`src/rtl/slice_quantiser_estimate_histogram_unit_macros.svh`:
```
// Assertion macros shared by the slice quantiser estimate histogram unit.
`ifndef SLICE_QUANTISER_ESTIMATE_HISTOGRAM_UNIT_MACROS_SVH
`define SLICE_QUANTISER_ESTIMATE_HISTOGRAM_UNIT_MACROS_SVH

// Same-cycle implication, checked on every clock outside reset.
`define SQEH_ASSERT_IMPLY(label, ante, cons) \
    label: assert property (@(posedge clk) disable iff (!rst_n) (ante) |-> (cons)) \
        else $error("sqeh assertion failed");

// Next-cycle implication, checked on every clock outside reset.
`define SQEH_ASSERT_NEXT(label, ante, cons) \
    label: assert property (@(posedge clk) disable iff (!rst_n) (ante) |=> (cons)) \
        else $error("sqeh assertion failed");

`endif

```
`src/rtl/sqeh_pkg.sv`:
```
// Shared types, constants and functions of the slice quantiser estimate histogram unit.
`default_nettype none

package sqeh_pkg;

    localparam int NUM_SUBBANDS = 7;
    localparam int SB_W         = 3;
    localparam int OR_W         = 16;
    localparam int Q_W          = 5;
    localparam int COUNT_W      = 32;
    localparam int BIN_IDX_W    = 5;
    localparam int KIND_W       = 2;
    localparam int POS_W        = 3;

    // Largest quantiser the estimate can produce.
    localparam logic [Q_W-1:0] Q_MAX = 5'd28;

    // Input transaction kinds.
    localparam logic [KIND_W-1:0] KIND_COEFF = 2'd0;
    localparam logic [KIND_W-1:0] KIND_READ  = 2'd1;
    localparam logic [KIND_W-1:0] KIND_CLEAR = 2'd2;

    // Per-subband offset added to a nonzero term.
    localparam logic [Q_W-1:0] SB_OFFSET [NUM_SUBBANDS] =
        '{5'd4, 5'd2, 5'd2, 5'd0, 5'd4, 5'd4, 5'd2};

    // Histogram operations.
    typedef enum logic [1:0] {
        HOP_INC   = 2'd0,
        HOP_READ  = 2'd1,
        HOP_CLEAR = 2'd2
    } hist_op_t;

    // Request from the front stage to the histogram stage.
    typedef struct packed {
        hist_op_t               op;
        logic [Q_W-1:0]         quantiser;
        logic [BIN_IDX_W-1:0]   bin_index;
    } hist_req_t;

    // Subband of a coefficient from its position modulo four.
    function automatic logic [SB_W-1:0] pick_subband(input logic [1:0] r, input logic [1:0] c);
        logic [SB_W-1:0] sb;
        if (!r[0]) begin
            if (!c[0]) begin
                sb = {1'b0, r[1], c[1]};
            end else begin
                sb = 3'd4;
            end
        end else begin
            sb = c[0] ? 3'd6 : 3'd5;
        end
        return sb;
    endfunction

    // Term 4*(bit_length-10) when the bit length exceeds ten, else zero.
    function automatic logic [Q_W-1:0] len_term(input logic [OR_W-1:0] v);
        logic [Q_W-1:0] t;
        priority if (v[15]) t = 5'd24;
        else if (v[14])     t = 5'd20;
        else if (v[13])     t = 5'd16;
        else if (v[12])     t = 5'd12;
        else if (v[11])     t = 5'd8;
        else if (v[10])     t = 5'd4;
        else                t = 5'd0;
        return t;
    endfunction

endpackage

`default_nettype wire

```
`src/rtl/slice_quantiser_estimate_histogram_unit.sv`:
```
// Top level of the slice quantiser estimate histogram unit.
//
// Usage: transactions enter on the item channel (item_valid/item_ready) and
// results leave on the result channel (result_valid/result_ready).
// A coefficient transaction (kind 0) folds 1+|coeff_value| into the subband
// picked by row and col. With end_of_group set, it also yields a quantiser
// estimate result and bumps the matching histogram bin, saturating at the
// all-ones count. A read transaction (kind 1) yields the count of bin_index.
// A clear transaction (kind 2) zeroes the histogram; it and kind 3 give no result.
// Throughput is one transaction per clock while result_ready is not held low;
// the histogram read-modify-write runs over two stages around the registered
// RAM read, with a forwarding path so back-to-back updates of one bin stay exact.
// Results pass through the input register, stage two and the result register.
// Reset clears the subband accumulators and the per-bin valid bits at once,
// so the histogram reads as all zeros with no clearing pass.
// When the receiver stalls, the result register holds and the front stages
// keep accepting until each stage holds a transaction.
`default_nettype none

`include "slice_quantiser_estimate_histogram_unit_macros.svh"

module slice_quantiser_estimate_histogram_unit #(
    parameter int HIST_BINS  = 32,
    parameter int COEFF_BITS = 16
) (
    input  wire logic                               clk,
    input  wire logic                               rst_n,
    input  wire logic                               item_valid,
    output logic                                    item_ready,
    input  wire logic [sqeh_pkg::KIND_W-1:0]        kind,
    input  wire logic [sqeh_pkg::POS_W-1:0]         row,
    input  wire logic [sqeh_pkg::POS_W-1:0]         col,
    input  wire logic signed [15:0]                 coeff_value,
    input  wire logic                               end_of_group,
    input  wire logic [sqeh_pkg::BIN_IDX_W-1:0]     bin_index,
    output logic                                    result_valid,
    input  wire logic                               result_ready,
    output logic                                    result_kind,
    output logic      [sqeh_pkg::Q_W-1:0]           quantiser,
    output logic      [sqeh_pkg::COUNT_W-1:0]       bin_count
);

    logic                               s1_valid_reg;
    logic                               s1_valid_next;
    logic [sqeh_pkg::KIND_W-1:0]        s1_kind_reg;
    logic [sqeh_pkg::POS_W-1:0]         s1_row_reg;
    logic [sqeh_pkg::POS_W-1:0]         s1_col_reg;
    logic [COEFF_BITS-1:0]              s1_value_reg;
    logic                               s1_end_reg;
    logic [sqeh_pkg::BIN_IDX_W-1:0]     s1_bin_reg;

    logic                               needs_hist;
    logic                               s1_done;
    logic                               est_upd;
    logic [sqeh_pkg::Q_W-1:0]           best;
    logic                               hist_req_valid;
    logic                               hist_req_ready;
    sqeh_pkg::hist_req_t                hist_req;

    // Decide whether the held transaction needs the histogram stage.
    always_comb
    begin
        needs_hist  = 1'b0;
        hist_req.op = sqeh_pkg::HOP_INC;
        unique case (s1_kind_reg)
            sqeh_pkg::KIND_COEFF:
            begin
                needs_hist  = s1_end_reg;
                hist_req.op = sqeh_pkg::HOP_INC;
            end
            sqeh_pkg::KIND_READ:
            begin
                needs_hist  = 1'b1;
                hist_req.op = sqeh_pkg::HOP_READ;
            end
            sqeh_pkg::KIND_CLEAR:
            begin
                needs_hist  = 1'b1;
                hist_req.op = sqeh_pkg::HOP_CLEAR;
            end
            default:
            begin
                needs_hist  = 1'b0;
                hist_req.op = sqeh_pkg::HOP_INC;
            end
        endcase
        hist_req.quantiser = best;
        hist_req.bin_index = s1_bin_reg;
    end

    assign hist_req_valid = s1_valid_reg && needs_hist;
    assign s1_done        = s1_valid_reg && (!needs_hist || hist_req_ready);
    assign est_upd        = s1_done && (s1_kind_reg == sqeh_pkg::KIND_COEFF);
    assign item_ready     = !s1_valid_reg || s1_done;
    assign s1_valid_next  = item_ready ? item_valid : s1_valid_reg;

    // Input register control.
    always_ff @(posedge clk or negedge rst_n)
    begin
        if (!rst_n)
        begin
            s1_valid_reg <= 1'b0;
        end
        else
        begin
            s1_valid_reg <= s1_valid_next;
        end
    end

    // Input register payload.
    always_ff @(posedge clk)
    begin
        if (item_valid && item_ready)
        begin
            s1_kind_reg  <= kind;
            s1_row_reg   <= row;
            s1_col_reg   <= col;
            s1_value_reg <= coeff_value[COEFF_BITS-1:0];
            s1_end_reg   <= end_of_group;
            s1_bin_reg   <= bin_index;
        end
    end

    sqeh_estimate #(
        .COEFF_BITS (COEFF_BITS)
    ) u_estimate (
        .clk   (clk),
        .rst_n (rst_n),
        .upd   (est_upd),
        .row   (s1_row_reg),
        .col   (s1_col_reg),
        .value (s1_value_reg),
        .last  (s1_end_reg),
        .best  (best)
    );

    sqeh_hist #(
        .HIST_BINS (HIST_BINS)
    ) u_hist (
        .clk          (clk),
        .rst_n        (rst_n),
        .req_valid    (hist_req_valid),
        .req_ready    (hist_req_ready),
        .req          (hist_req),
        .result_valid (result_valid),
        .result_ready (result_ready),
        .result_kind  (result_kind),
        .quantiser    (quantiser),
        .bin_count    (bin_count)
    );

    // Checks on the estimate range, the result payload and stall behavior.
    `SQEH_ASSERT_IMPLY(a_q_range, result_valid && !result_kind, quantiser <= sqeh_pkg::Q_MAX)
    `SQEH_ASSERT_IMPLY(a_payload_zero, result_valid,
        (result_kind && quantiser == '0) || (!result_kind && bin_count == '0))
    `SQEH_ASSERT_NEXT(a_s1_hold, s1_valid_reg && !s1_done,
        s1_valid_reg && $stable(s1_kind_reg) && $stable(s1_bin_reg))
    `SQEH_ASSERT_NEXT(a_out_hold, result_valid && !result_ready,
        result_valid && $stable(bin_count) && $stable(quantiser))

endmodule

`default_nettype wire

```
`src/rtl/sqeh_ram.sv`:
```
// Generic single-write, single-read RAM with registered read data.
`default_nettype none

module sqeh_ram #(
    parameter int WIDTH = 32,
    parameter int DEPTH = 32
) (
    input  wire logic                     clk,
    input  wire logic                     we,
    input  wire logic [$clog2(DEPTH)-1:0] waddr,
    input  wire logic [WIDTH-1:0]         wdata,
    input  wire logic                     re,
    input  wire logic [$clog2(DEPTH)-1:0] raddr,
    output logic      [WIDTH-1:0]         rdata
);

    logic [WIDTH-1:0] mem [DEPTH];

    // Write port.
    always_ff @(posedge clk)
    begin
        if (we)
        begin
            mem[waddr] <= wdata;
        end
    end

    // Registered read port; data holds while no read is issued.
    always_ff @(posedge clk)
    begin
        if (re)
        begin
            rdata <= mem[raddr];
        end
    end

endmodule

`default_nettype wire

```
`src/rtl/sqeh_estimate.sv`:
```
// Subband OR accumulators and the end-of-group quantiser estimate.
`default_nettype none

module sqeh_estimate #(
    parameter int COEFF_BITS = 16
) (
    input  wire logic                           clk,
    input  wire logic                           rst_n,
    input  wire logic                           upd,
    input  wire logic [sqeh_pkg::POS_W-1:0]     row,
    input  wire logic [sqeh_pkg::POS_W-1:0]     col,
    input  wire logic [COEFF_BITS-1:0]          value,
    input  wire logic                           last,
    output logic      [sqeh_pkg::Q_W-1:0]       best
);

    logic [COEFF_BITS-1:0]         mag;
    logic [sqeh_pkg::OR_W-1:0]     term;
    logic [sqeh_pkg::SB_W-1:0]     sb;
    logic [sqeh_pkg::OR_W-1:0]     or_reg    [sqeh_pkg::NUM_SUBBANDS];
    logic [sqeh_pkg::OR_W-1:0]     or_next   [sqeh_pkg::NUM_SUBBANDS];
    logic [sqeh_pkg::OR_W-1:0]     merged    [sqeh_pkg::NUM_SUBBANDS];
    logic [sqeh_pkg::Q_W-1:0]      score     [sqeh_pkg::NUM_SUBBANDS];

    // Magnitude plus one; the most negative value maps to its own magnitude.
    assign mag  = value[COEFF_BITS-1] ? (~value + COEFF_BITS'(1)) : value;
    assign term = sqeh_pkg::OR_W'(mag) + 16'd1;
    assign sb   = sqeh_pkg::pick_subband(row[1:0], col[1:0]);

    // Fold the current coefficient into its subband and score every subband.
    always_comb
    begin
        for (int i = 0; i < sqeh_pkg::NUM_SUBBANDS; i++)
        begin
            merged[i] = or_reg[i] | ((sb == sqeh_pkg::SB_W'(i)) ? term : '0);
            score[i]  = sqeh_pkg::len_term(merged[i]);
            if (score[i] != '0)
            begin
                score[i] = score[i] + sqeh_pkg::SB_OFFSET[i];
            end
            or_next[i] = last ? '0 : merged[i];
        end
    end

    // Maximum over the seven subband terms.
    always_comb
    begin
        best = '0;
        for (int i = 0; i < sqeh_pkg::NUM_SUBBANDS; i++)
        begin
            if (score[i] > best)
            begin
                best = score[i];
            end
        end
    end

    // Accumulators advance once per coefficient and clear at group end.
    always_ff @(posedge clk or negedge rst_n)
    begin
        if (!rst_n)
        begin
            for (int i = 0; i < sqeh_pkg::NUM_SUBBANDS; i++)
            begin
                or_reg[i] <= '0;
            end
        end
        else if (upd)
        begin
            for (int i = 0; i < sqeh_pkg::NUM_SUBBANDS; i++)
            begin
                or_reg[i] <= or_next[i];
            end
        end
    end

endmodule

`default_nettype wire

```
`src/rtl/sqeh_hist.sv`:
```
// Quantiser histogram: RAM read, saturating increment, bin valid bits and result register.
`default_nettype none

module sqeh_hist #(
    parameter int HIST_BINS = 32
) (
    input  wire logic                               clk,
    input  wire logic                               rst_n,
    input  wire logic                               req_valid,
    output logic                                    req_ready,
    input  wire sqeh_pkg::hist_req_t                req,
    output logic                                    result_valid,
    input  wire logic                               result_ready,
    output logic                                    result_kind,
    output logic      [sqeh_pkg::Q_W-1:0]           quantiser,
    output logic      [sqeh_pkg::COUNT_W-1:0]       bin_count
);

    localparam int AW = $clog2(HIST_BINS);

    logic                           out_en;
    logic                           issue;
    logic                           clear;
    logic                           s2_fire;
    logic                           wr_en;
    logic [AW-1:0]                  req_addr;
    logic [sqeh_pkg::COUNT_W-1:0]   rdata;
    logic [sqeh_pkg::COUNT_W-1:0]   old_count;
    logic [sqeh_pkg::COUNT_W-1:0]   new_count;

    logic                           s2_valid_reg;
    logic                           s2_valid_next;
    sqeh_pkg::hist_op_t             s2_op_reg;
    logic [AW-1:0]                  s2_addr_reg;
    logic [sqeh_pkg::Q_W-1:0]       s2_q_reg;
    logic                           s2_hit_reg;
    logic                           s2_vld_reg;
    logic [sqeh_pkg::COUNT_W-1:0]   wr_hold_reg;
    logic [HIST_BINS-1:0]           bin_valid_reg;
    logic [HIST_BINS-1:0]           bin_valid_next;
    logic                           result_valid_reg;
    logic                           result_valid_next;
    logic                           result_kind_reg;
    logic [sqeh_pkg::Q_W-1:0]       quantiser_reg;
    logic [sqeh_pkg::COUNT_W-1:0]   bin_count_reg;

    // Stage flow: the result register drains, stage two drains into it.
    assign out_en    = !result_valid_reg || result_ready;
    assign req_ready = !s2_valid_reg || out_en;
    assign s2_fire   = s2_valid_reg && out_en;
    assign issue     = req_valid && req_ready && (req.op != sqeh_pkg::HOP_CLEAR);
    assign clear     = req_valid && req_ready && (req.op == sqeh_pkg::HOP_CLEAR);
    assign wr_en     = s2_fire && (s2_op_reg == sqeh_pkg::HOP_INC);
    assign req_addr  = (req.op == sqeh_pkg::HOP_READ) ? AW'(req.bin_index)
                                                      : AW'(req.quantiser);

    sqeh_ram #(
        .WIDTH (sqeh_pkg::COUNT_W),
        .DEPTH (HIST_BINS)
    ) u_ram (
        .clk   (clk),
        .we    (wr_en),
        .waddr (s2_addr_reg),
        .wdata (new_count),
        .re    (issue),
        .raddr (req_addr),
        .rdata (rdata)
    );

    // Current bin value: forwarded write, RAM data, or zero for an unwritten bin.
    always_comb
    begin
        if (s2_hit_reg)
        begin
            old_count = wr_hold_reg;
        end
        else if (s2_vld_reg)
        begin
            old_count = rdata;
        end
        else
        begin
            old_count = '0;
        end
        new_count = (&old_count) ? old_count : old_count + 32'd1;
    end

    // Valid bits: a clear wipes all of them, a write marks its bin.
    always_comb
    begin
        bin_valid_next = bin_valid_reg;
        if (wr_en)
        begin
            bin_valid_next[s2_addr_reg] = 1'b1;
        end
        if (clear)
        begin
            bin_valid_next = '0;
        end
    end

    assign s2_valid_next     = issue ? 1'b1 : (s2_fire ? 1'b0 : s2_valid_reg);
    assign result_valid_next = out_en ? s2_valid_reg : result_valid_reg;

    // Control registers.
    always_ff @(posedge clk or negedge rst_n)
    begin
        if (!rst_n)
        begin
            s2_valid_reg     <= 1'b0;
            bin_valid_reg    <= '0;
            result_valid_reg <= 1'b0;
        end
        else
        begin
            s2_valid_reg     <= s2_valid_next;
            bin_valid_reg    <= bin_valid_next;
            result_valid_reg <= result_valid_next;
        end
    end

    // Stage two payload, captured when the RAM read is issued.
    always_ff @(posedge clk)
    begin
        if (issue)
        begin
            s2_op_reg   <= req.op;
            s2_addr_reg <= req_addr;
            s2_q_reg    <= req.quantiser;
            s2_hit_reg  <= wr_en && (s2_addr_reg == req_addr);
            s2_vld_reg  <= bin_valid_reg[req_addr];
        end
        if (wr_en)
        begin
            wr_hold_reg <= new_count;
        end
    end

    // Result register payload.
    always_ff @(posedge clk)
    begin
        if (s2_fire)
        begin
            if (s2_op_reg == sqeh_pkg::HOP_READ)
            begin
                result_kind_reg <= 1'b1;
                quantiser_reg   <= '0;
                bin_count_reg   <= old_count;
            end
            else
            begin
                result_kind_reg <= 1'b0;
                quantiser_reg   <= s2_q_reg;
                bin_count_reg   <= '0;
            end
        end
    end

    assign result_valid = result_valid_reg;
    assign result_kind  = result_kind_reg;
    assign quantiser    = quantiser_reg;
    assign bin_count    = bin_count_reg;

endmodule

`default_nettype wire
```
`config.mk`:
```
export PLATFORM = sky130hd
export DESIGN_NAME = slice_quantiser_estimate_histogram_unit
export DESIGN_NICKNAME = d
export VERILOG_FILES = /design/src/rtl/sqeh_pkg.sv /design/src/rtl/slice_quantiser_estimate_histogram_unit.sv /design/src/rtl/sqeh_ram.sv /design/src/rtl/sqeh_estimate.sv /design/src/rtl/sqeh_hist.sv
export VERILOG_INCLUDE_DIRS = /design/src /design/src/rtl
export SDC_FILE = /design/constraint.sdc
export NUM_CORES = 2
export LEC_CHECK = 0
export BUFFER_PORTS_ARGS = -buffer_cell sky130_fd_sc_hd__buf_4
export CORE_ASPECT_RATIO = 0.7
export CORE_MARGIN = 1
export CORE_UTILIZATION = 45
export CTS_BUF_LIST = sky130_fd_sc_hd__clkbuf_4 sky130_fd_sc_hd__clkbuf_8 sky130_fd_sc_hd__clkbuf_16
export DETAILED_ROUTE_END_ITERATION = 8
export SETUP_SLACK_MARGIN = 0.02
export SYNTH_ARGS = -nofsm -noshare
export SYNTH_HDL_FRONTEND = slang
export SYNTH_SLANG_ARGS = --single-unit
```
`constraint.sdc`:
```
create_clock -name clk -period 15.1 [get_ports clk]
set_input_delay 3.02 -clock clk [delete_from_list [all_inputs] [get_ports clk]]
set_output_delay 3.02 -clock clk [all_outputs]
set_load 0.03 [all_outputs]
```
==> reports/qor.txt <==
Hold Buf Count CTS: 0
Worst-Margin Slew: 1430 ps
count of final setup violators: 0
clock slew seen by the registers of the worst setup and hold paths: 70 ps
Post-Syn Area: 0.0524 mm^2
die height: 287 um
Slowest cell on crit path: xor2_1
share of cells above drive strength 1: 0.142
r2r endpoint: u_hist.u_ram.rdata[13]
Distinct cells, synth: 90
Layout Nets: 4085
Initial Util: 0.455
Tmin final: 14170 ps
WHS Endpoint: u_hist.bin_valid_reg[5]
sequential fraction of the synthesis area: 0.705
routability cong.: 0.857
post-route ant nets: 0
Port Buffer Count: 70
clock sinks: 1243
Worst Path Max Fanout: 29
Mean Syn Cell Area: 13.3 um^2
FMAX: 70.6 MHz
syn_nets: 4001
Worst Path Required: 15550 ps
drc violations: 0
Layout area overhead: 14.0%
synthesized flop and latch total: 1243
Hold Path Class: flip-flop to flip-flop
Synth Warn #: 0
critical path class: flip-flop to flip-flop
startpoint types: flip-flop
vias in the first global route: 31959
CTS max path bufs: 3
clock latency on the worst-skew pair: 740 ps
Die X: 410 um
CP endpoint kind: flip-flop
Crit path top cell by count: ha_1
Rows: 104
worst clock skew: 43.9 ps
Clock Tree Root: clkbuf_16
post-route insts no fill: 5658
first-pass GRT wire length: 223 mm
Bufs and invs on worst path: 5
GRT Overall Usage: 0.259
CP top delay family: compound AO/OA/AOI/OAI gates
arrival time of the worst setup path: 14620 ps
Vias/cell: 6.10
# fillers: 9643
GRT overflow: 0
CTS buffer count: 114
max FFs per register: 1024
initial drt markers: 4750
cells after synthesis: 3937
DR pass1 iterations: 6
largest net degree at the start of global routing: 114
Max-Cap Viols: 0
status: finished, final reports clean
Final Cycle Share: 0.939
Vias: 34529
Top FF cell, synth: edfxtp_1
Final Max Slew Viols: 0
Reg area: 0.0369 mm^2
final wirelength: 156 mm
slowest stage delay, CP: 700 ps
routed len/inst: 27.5 um
H-tree depth: 3
initial antenna violation count: 2
Post-Place Cells: 5433
WHS: 489 ps
minimum setup slack among reg-to-reg paths: 930 ps
CTS tree: done
Final Hold Viols: 0
FF-to-FF Start: s1_value_reg[5]
core area: 0.115 mm^2
hold path cells: 1
Top Ports: 74
asr flop ratio synth: 0.0619
full die area: 0.118 mm^2
Detail Placement HPWL: 83.9 mm
worst reg2reg path depth: 63
max_slew headroom: 0.0411
EDFF count, synth: 1166
area of the multi-input gates: 0.0149 mm^2
Hold Crit Start: u_hist.bin_valid_reg[5]
-- cell type report --
cell class | instances | area share
clock inverters | 73 | 0.0107
well taps | 1537 | 0.0322
diodes | 1 | 0.0000419
repair buffers | 224 | 0.0327
flip-flops and latches | 1243 | 0.619
clock buffers | 142 | 0.0520
repair inverters | 2 | 0.000293
inverters | 40 | 0.00321
multi-input cells | 2396 | 0.250
-- kinds of logic after synthesis --
family,count (synthesis),share of synthesized area
buf+inv,298,0.0231
flops,1243,0.705
compound gates,613,0.0921
simple gates,1554,0.135
fa+ha+maj,30,0.00717
mux,154,0.0296
other cells,1,0.0000716
xor+xnor,44,0.00750
-- layout by cell type, fill, tap and decap left out, drive strengths merged, types with 30 or more instances in the layout --
master     n
mux2i    149
a221oi   131
nand3    145
nor4      48
dfrtp     77
buf      224
a21oi     78
nand2    841
clkbuf   142
nor2     169
a311oi    68
and3     203
edfxtp  1166
ha        30
o21a      38
a211oi    75
o21ai     30
clkinv    57
a31oi     79
inv       44
-- stage by stage --
stage / setup slack, ps / TNS (ps) / utilization / cell area [um^2]
CTS: 178 / 0 / 0.516 / 59400
finish: 928 / 0 / 0.518 / 59700
global placement: 298 / 0 / 0.483 / 55700
detailed placement: 264 / 0 / 0.483 / 55700
global route: -42.3 / -191 / 0.518 / 59700
floorplan: 2010 / 0 / - / 52400
-- Yosys cell counts, types with 38 or more instances --
| master | instances | share of area |
|---|---|---|
| edfxtp_1 | 1166 | 0.67 |
| nand2_1 | 840 | 0.060 |
| clkbuf_1 | 222 | 0.016 |
| and3_1 | 203 | 0.024 |
| nor2_1 | 169 | 0.012 |
| mux2i_1 | 149 | 0.028 |
| nand3_1 | 145 | 0.014 |
| a221oi_1 | 101 | 0.017 |
| a31oi_1 | 79 | 0.0094 |
| a21oi_1 | 77 | 0.0074 |
| dfrtp_1 | 77 | 0.037 |
| a211oi_1 | 73 | 0.010 |
| a311oi_1 | 68 | 0.011 |
| nor4_1 | 48 | 0.0057 |
| inv_1 | 38 | 0.0027 |
| o21a_1 | 38 | 0.0054 |
-- layer usage --
metal  global-route usage  wire length (um)  vias up
met5                    0                13        -
met4               0.0667              3680        2
met3               0.0518             15700      230
met2                0.381             67800     1691
met1                0.393             68500    17503
li1                     -                 -    15103
-- how the worst max path moves through the flow --
stage	slack (ps)	startpoint	to	depth (start not counted)
2_1_floorplan	2010	s1_value_reg[0]	u_hist.u_ram.rdata[23]	68
3_3_place_gp	300	s1_value_reg[0]	u_hist.u_ram.rdata[29]	62
3_5_place_dp	260	s1_value_reg[0]	u_hist.u_ram.rdata[29]	62
4_1_cts	180	s1_value_reg[1]	u_hist.u_ram.rdata[11]	63
5_1_grt	-40	s1_value_reg[5]	u_hist.u_ram.rdata[28]	67
6_report	930	s1_value_reg[5]	u_hist.u_ram.rdata[13]	63
-- repair_timing --
item	4_1_cts	5_1_grt
gates resized for setup	0	37
endpoints found under the setup margin	0	35
buffers inserted	0	5
endpoints found under the hold margin	0	0
-- worst register-to-register path: cells and delay by family (launching register included) --
kind	cells	cell delay [ps]
adders and majority gates	7	1980
and+or+nand+nor	23	4050
xor gates and xnor gates	1	700
DFF	1	480
AOI/OAI and AO/OA	23	4910
muxes	4	1070
buffers and inverters	5	710
Power is not shown: default switching activity piles up to over one toggle a cycle in this logic, so the estimate is an artifact.
